<file path="src/design/etfi_pkg.sv">
// ----------------------------------------------------------------------------
// etfi_pkg - shared types and helpers for the escape-time fractal iterator
// Constants, register indexes, slot and config structs, saturation helpers.
// ----------------------------------------------------------------------------
package etfi_pkg;

    localparam int IMAGE_WIDTH   = 1024;
    localparam int IMAGE_HEIGHT  = 1024;
    localparam int FRACTION_BITS = 28;

    // image sizes are powers of two: mapping divides by a shift
    localparam int WIDTH_SHIFT  = $clog2(IMAGE_WIDTH);
    localparam int HEIGHT_SHIFT = $clog2(IMAGE_HEIGHT);

    // bias added to negative products so the shift truncates toward zero
    localparam int IMAGE_WIDTH_M1  = IMAGE_WIDTH - 1;
    localparam int IMAGE_HEIGHT_M1 = IMAGE_HEIGHT - 1;

    // ring of iteration cells; power of two so tags wrap cleanly
    localparam int NUM_CELLS = 4;
    localparam int TAG_W     = $clog2(NUM_CELLS);

    // escape threshold: 4 scaled by 2^(2*FRACTION_BITS)
    localparam logic [63:0] ESC_LIMIT = 64'd4 << (2 * FRACTION_BITS);

    localparam logic [2:0] REG_FRACTAL_MODE   = 3'd0;
    localparam logic [2:0] REG_MAX_ITERATIONS = 3'd1;
    localparam logic [2:0] REG_X_MIN          = 3'd2;
    localparam logic [2:0] REG_X_MAX          = 3'd3;
    localparam logic [2:0] REG_Y_MIN          = 3'd4;
    localparam logic [2:0] REG_Y_MAX          = 3'd5;
    localparam logic [2:0] REG_JULIA_RE       = 3'd6;
    localparam logic [2:0] REG_JULIA_IM       = 3'd7;

    localparam logic [1:0] MODE_MANDELBROT = 2'd0;
    localparam logic [1:0] MODE_JULIA      = 2'd1;
    localparam logic [1:0] MODE_SHIP       = 2'd2;

    typedef struct packed {
        logic [1:0]         mode;
        logic [10:0]        max_iter;
    } step_cfg_t;

    typedef struct packed {
        logic signed [31:0] x_min;
        logic signed [31:0] x_max;
        logic signed [31:0] y_min;
        logic signed [31:0] y_max;
    } window_t;

    // one pixel in flight; n is steps taken, and the final count once done
    typedef struct packed {
        logic               valid;
        logic               done;
        logic [TAG_W-1:0]   tag;
        logic [10:0]        n;
        logic signed [31:0] zr;
        logic signed [31:0] zi;
        logic signed [31:0] cr;
        logic signed [31:0] ci;
    } slot_t;

    function automatic logic signed [31:0] sat32(input logic signed [65:0] v);
        logic signed [31:0] r;
        if (v > 66'sd2147483647)
            r = 32'sh7fffffff;
        else if (v < -66'sd2147483648)
            r = 32'sh80000000;
        else
            r = v[31:0];
        return r;
    endfunction

    function automatic logic signed [31:0] abs_sat(input logic signed [31:0] a);
        logic signed [31:0] r;
        if (a == 32'sh80000000)
            r = 32'sh7fffffff;
        else if (a < 0)
            r = -a;
        else
            r = a;
        return r;
    endfunction

endpackage

</file>
<file path="src/design/etfi_map.sv">
// ----------------------------------------------------------------------------
// etfi_map - pixel to complex-plane mapping
// Two stages: span times pixel, then divide by image size, add edge, saturate.
// ----------------------------------------------------------------------------
module etfi_map
(
    input  logic                 clk,
    input  logic                 rst_n,
    input  logic                 load,
    input  logic [9:0]           pixel_x,
    input  logic [9:0]           pixel_y,
    input  etfi_pkg::window_t    win,
    input  logic                 take,
    output logic                 busy,
    output logic                 coord_valid,
    output logic signed [31:0]   coord_x,
    output logic signed [31:0]   coord_y
);

    logic                s1_valid_reg;
    logic signed [43:0]  prod_x_reg;
    logic signed [43:0]  prod_y_reg;
    logic                buf_valid_reg;
    logic signed [31:0]  cx_reg;
    logic signed [31:0]  cy_reg;

    logic signed [32:0]  span_x;
    logic signed [32:0]  span_y;
    logic signed [43:0]  prod_x_next;
    logic signed [43:0]  prod_y_next;
    logic signed [43:0]  off_x;
    logic signed [43:0]  off_y;
    logic signed [31:0]  cx_next;
    logic signed [31:0]  cy_next;

    always_comb
    begin
        span_x      = 33'(win.x_max) - 33'(win.x_min);
        span_y      = 33'(win.y_max) - 33'(win.y_min);
        prod_x_next = 44'(span_x) * $signed({34'd0, pixel_x});
        prod_y_next = 44'(span_y) * $signed({34'd0, pixel_y});
        // truncate toward zero: bias negatives before the shift
        if (prod_x_reg < 0)
            off_x = (prod_x_reg + 44'(etfi_pkg::IMAGE_WIDTH_M1)) >>> etfi_pkg::WIDTH_SHIFT;
        else
            off_x = prod_x_reg >>> etfi_pkg::WIDTH_SHIFT;
        if (prod_y_reg < 0)
            off_y = (prod_y_reg + 44'(etfi_pkg::IMAGE_HEIGHT_M1)) >>> etfi_pkg::HEIGHT_SHIFT;
        else
            off_y = prod_y_reg >>> etfi_pkg::HEIGHT_SHIFT;
        cx_next = etfi_pkg::sat32(66'(win.x_min) + 66'(off_x));
        cy_next = etfi_pkg::sat32(66'(win.y_min) + 66'(off_y));
    end

    always_ff @(posedge clk or negedge rst_n)
    begin
        if (!rst_n)
        begin
            s1_valid_reg  <= 1'b0;
            buf_valid_reg <= 1'b0;
        end
        else
        begin
            s1_valid_reg <= load;
            if (s1_valid_reg)
                buf_valid_reg <= 1'b1;
            else if (take)
                buf_valid_reg <= 1'b0;
        end
    end

    always_ff @(posedge clk)
    begin
        if (load)
        begin
            prod_x_reg <= prod_x_next;
            prod_y_reg <= prod_y_next;
        end
        if (s1_valid_reg)
        begin
            cx_reg <= cx_next;
            cy_reg <= cy_next;
        end
    end

    assign busy        = s1_valid_reg | buf_valid_reg;
    assign coord_valid = buf_valid_reg;
    assign coord_x     = cx_reg;
    assign coord_y     = cy_reg;

endmodule

</file>
<file path="config.mk">
export PLATFORM = sky130hd
export DESIGN_NAME = etfi_map
export DESIGN_NICKNAME = d
export VERILOG_FILES = /design/src/design/etfi_pkg.sv /design/src/design/etfi_map.sv
export SDC_FILE = /design/constraint.sdc
export NUM_CORES = 2
export LEC_CHECK = 0
export ABC_AREA = 1
export BUFFER_PORTS_ARGS = -buffer_cell sky130_fd_sc_hd__buf_4
export CAP_MARGIN = 20
export CORE_MARGIN = 5
export CORE_UTILIZATION = 42
export DETAILED_ROUTE_END_ITERATION = 8
export HOLD_SLACK_MARGIN = 0.03
export PLACE_DENSITY_LB_ADDON = 0.1
export SETUP_SLACK_MARGIN = 0.3
export SYNTH_ARGS = -nofsm -noshare
export SYNTH_HDL_FRONTEND = slang
export SYNTH_SLANG_ARGS = --single-unit
</file>
<file path="constraint.sdc">
create_clock -name clk -period 6.5 [get_ports clk]
set_clock_uncertainty 0.15 [all_clocks]
set_input_delay 0.975 -clock clk [delete_from_list [all_inputs] [get_ports clk]]
set_output_delay 0.975 -clock clk [all_outputs]
set_load 0.05 [all_outputs]
</file>
== Word-level counts from Yosys, hierarchy flattened ==
Cells that the tools add are included.
Word-level totals
  register bits: 154
  input bits: 152
  output and inout bits: 66
  word-level logic and storage cells: 28
Operators by class
  add/subtract/negate cells: 6
  multiply operators: 2
  magnitude comparators: 6
  muxes and demuxes: 6
  bitwise gates (word level): 1
  reductions and logical operators: 1
Operators by type and width (count)
  $add A32 B44 Y45: 2
  $gt A45 B32 Y1 const B: 2
  $lt A45 B32 Y1 const B: 2
  $add A44 B11 Y44 const B: 2
  $lt A44 B1 Y1 const B: 2
  $mul A33 B11 Y44: 2
  $mux W44: 2
  $sub A32 B32 Y33: 2
  $mux W32: 2
  $mux W1: 2
  $reduce_bool A2 Y1: 1
  $or A1 B1 Y1: 1

== Longest topological paths before layout ==
  word-level depth: 5
  gate-level depth with buffers: 36
  depth with buffers taken out: 36

== Worst setup path after synthesis ==
No wires, ideal clock.
  path kind: input to register
  start: in win[0] (netlist bit)
  end: reg prod_y_reg[39], data pin
  library setup time: 253 ps
  arrival: 6758 ps
  data required time: 6097 ps
  setup slack: -661 ps
  stages: 31
  buffers on the path: 0
  path through: inv_1 ha_1 fa_1 inv_1 nand3_1 nand2_1 a21oi_4 o21bai_2 nand2_1 nand2_1 nand3_1 nand3_1 nand2_1 inv_1 nand2_1 fa_1 inv_1 fa_1 fa_1 fa_1 inv_1 fa_1 inv_1 ha_1 nand2_1 nor2_1 inv_1 nor4_1 o21ai_0 nand4_1 nand2_1
On the way
  cells in the longest elaborated chain, start to end: 2
Ends and longest elaborated chain
  start, declared: RTL line etfi_map.sv:12  | input etfi_pkg::window_t win,
  $sub A32 B32 Y33: RTL line etfi_map.sv:39  | span_y = 33'(win.y_max) - 33'(win.y_min);
  $mul A33 B11 Y44: RTL line etfi_map.sv:41  | prod_y_next = 44'(span_y) * $signed({34'd0, pixel_y});
  net prod_y_next[39]: RTL line etfi_map.sv:30  | logic signed [43:0] prod_y_next;
  end signal, assigned: RTL line etfi_map.sv:77  | prod_y_reg <= prod_y_next;
  end, declared: RTL line etfi_map.sv:22  | logic signed [43:0] prod_y_reg;
The timed path passes the listed nets, and every way through them passes these cells.
A chain may end at the register's enable or synchronous reset.

== Worst setup path in the final report ==
  start: in win[32] (netlist bit)
  end: reg prod_y_reg[41], data pin
The elaborated chain is that of the path after synthesis.

==> summary.txt <==
Max Freq: 141 MHz
Layout area overhead: 46.9%
die height: 317 um
IO Pins: 218
die area: 101000 um^2
final slew viol count: 0
critical path's largest stage delay: 0.59 ns
status: finished with violations
Sink Count: 154
Filler cells: 8325
Max Used Layer: met4
Post-Syn Nets: 6332
Setup CP Type: input port to register
min-delay worst type: input port to asynchronous set/reset pin
total wire length: 150000 um
overall routing resource usage: 0.297
Yosys cell types: 59
Worst-Margin Slew: 0.972 ns
fin worst setup slack: -0.609 ns
CP Capture Type: register
First-pass DRT Iterations: 5
WL met2: 68200 um
met3 wire len: 10800 um
Antenna Violating Nets Remaining: 0
CTS Buffer Depth: 2
largest net degree at the start of global routing: 66
Async SR Flop Fraction: 0.0130
# nets final: 7503
Worst EP arrival: 7.25 ns
#FFs+latches synth: 154
root buffer cell: clkbuf_16
vias: 39452
top post-synthesis cells by area: fa_1, edfxtp_1, inv_1
DRC viols: 0
Post-Syn Area: 39600 um^2
CTS tree: yes
grt ovf: 0
largest area contributor in the netlist: fa_1
Synth Warn #: 0
initial antenna violation count: 7
unrepaired setup endpoints after global routing: yes
Period minus WS final: 7.11 ns
CTS H-Tree Depth: 4
Final period util: 1.09
met1 WL: 67700 um
Slew headroom: 0.350
Most used DFF post-synth: edfxtp_1
Core Area: 93500 um^2
DP Wirelength: 128000 um
worst-skew pair later-pin latency: 0.49 ns
share of the yosys chip area belonging to registers: 0.116
critical path's most frequent cell: buf_6
RD Place Congestion: 1.04
Syn Area/Cell: 7.49 um^2
post-place setup slack: -1.31 ns
Final Hold Vio Count: 0
critical path launch point type: input port
vias in the first global route: 40157
final setup fails: 59
Hold WS: 0.129 ns
first-pass GRT wire length: 229000 um
share of layout cells above drive strength 1: 0.398
crit path max-delay cell type: fa_2
row cnt: 112
Post-synth EDFFs: 152
IO buf count: 217
Synth top area share: 0.286
chip width: 317 um
Initial Util: 0.424
CP max FO: 6
Wirelength per Cell: 19.4 um
Initial DRC Count: 2759
CTS Buf Count: 17
via-per-instance ratio: 5.10
Req. time, crit path: 6.64 ns
Max-Cap Viols: 0
top-count cell post-synth: inv_1
clk slew on worst S/H paths: 0.06 ns
Gate Count Post-Synth: 5292
Post-synth top cells: inv_1, nand2_1, nor2_1, fa_1, ha_1
Final Util: 0.623
failing checks: setup timing
worst paths after layout:
kind,to,slack (ns),startpoint,depth (start not counted)
max in group asynchronous,s1_valid_reg,5.97,rst_n,1
setup reg to reg,coord_x[24],1.57,prod_x_reg[43],21
setup / recovery,prod_y_reg[41],-0.61,win[32],34
hold reg to reg,coord_valid,0.43,coord_valid,2
hold / removal,coord_valid,0.13,rst_n,1
min in group clk,coord_valid,0.43,coord_valid,2
what timing repair did:
item                       in CTS  in global routing
setup endpoints to repair      70                 70
gates resized for setup       838                407
cloned                          0                  1
hold endpoints to repair        0                  0
setup buffers                 116                 86
hold buffers                    0                  0
pin swaps                     407                327
cells in the final DEF (no fill, tap or decap), drive strengths merged, types with 10 or more instances in the layout:
cell,netlist,layout
a21boi,10,10
a21o,28,28
a21oi,246,246
a31oi,38,38
buf,19,1234
clkbuf,64,20
edfxtp,152,152
fa,566,566
ha,322,322
inv,1165,1167
nand2,1105,1105
nand3,273,273
nand3b,17,17
nand4,43,43
nor2,651,651
nor3,61,61
nor4,21,21
o211ai,10,10
o21ai,138,138
o21bai,39,39
or2,60,60
xnor2,81,81
xor2,152,152
logic make-up (layout without fill, tap and decap cells):
| kind of cell | Yosys count | in the layout | synth area share |
|---|---|---|---|
| flip-flops | 154 | 154 | 0.116 |
| adder cells (fa/ha/maj) | 888 | 888 | 0.388 |
| XOR/XNOR | 233 | 233 | 0.0534 |
| other | 0 | 7 | 0 |
| AO/OA/AOI/OAI | 529 | 529 | 0.0774 |
| buffers and inverters | 1250 | 2434 | 0.121 |
| AND/OR/NAND/NOR | 2238 | 2238 | 0.244 |
final cells by class:
type	count	area [um^2]	area share
timing repair buffer	1235	10300	0.177
multi-input combinational	3888	36600	0.630
clock buffer	19	433	0.00744
tap	1254	1570	0.0270
inverter	1167	4460	0.0766
antenna	7	17.5	0.000301
clock inverter	13	165	0.00284
sequential	154	4620	0.0793
metal layers:
metal  track usage  vias to the layer above
met1         0.432                    19334
li1              -                    18682
met4        0.0703                        0
met5             0                        -
met2         0.476                     1271
met3        0.0390                      165
metrics by stage:
stage | cell area [um^2] | instances | TNS, ns
2_1_floorplan | 41600 | 5292 | -5.96
3_3_place_gp | 51000 | 7495 | -61.64
3_5_place_dp | 51000 | 7495 | -61.34
4_1_cts | 55900 | 7643 | -7.09
5_1_grt | 58200 | 7736 | -25.89
6_report | 58200 | 7737 | -15.62
critical path, delay by kind of cell:
family                   cells  cell delay, ns
AO/OA/AOI/OAI                2            0.28
XOR/XNOR                     1            0.21
adder cells (fa/ha/maj)      8            3.49
buffers and inverters       11            1.01
AND/OR/NAND/NOR             12            1.25
Power is left out: the tool's default activity adds up to more than one toggle a clock period on the data nets, which glitch-free logic cannot reach.
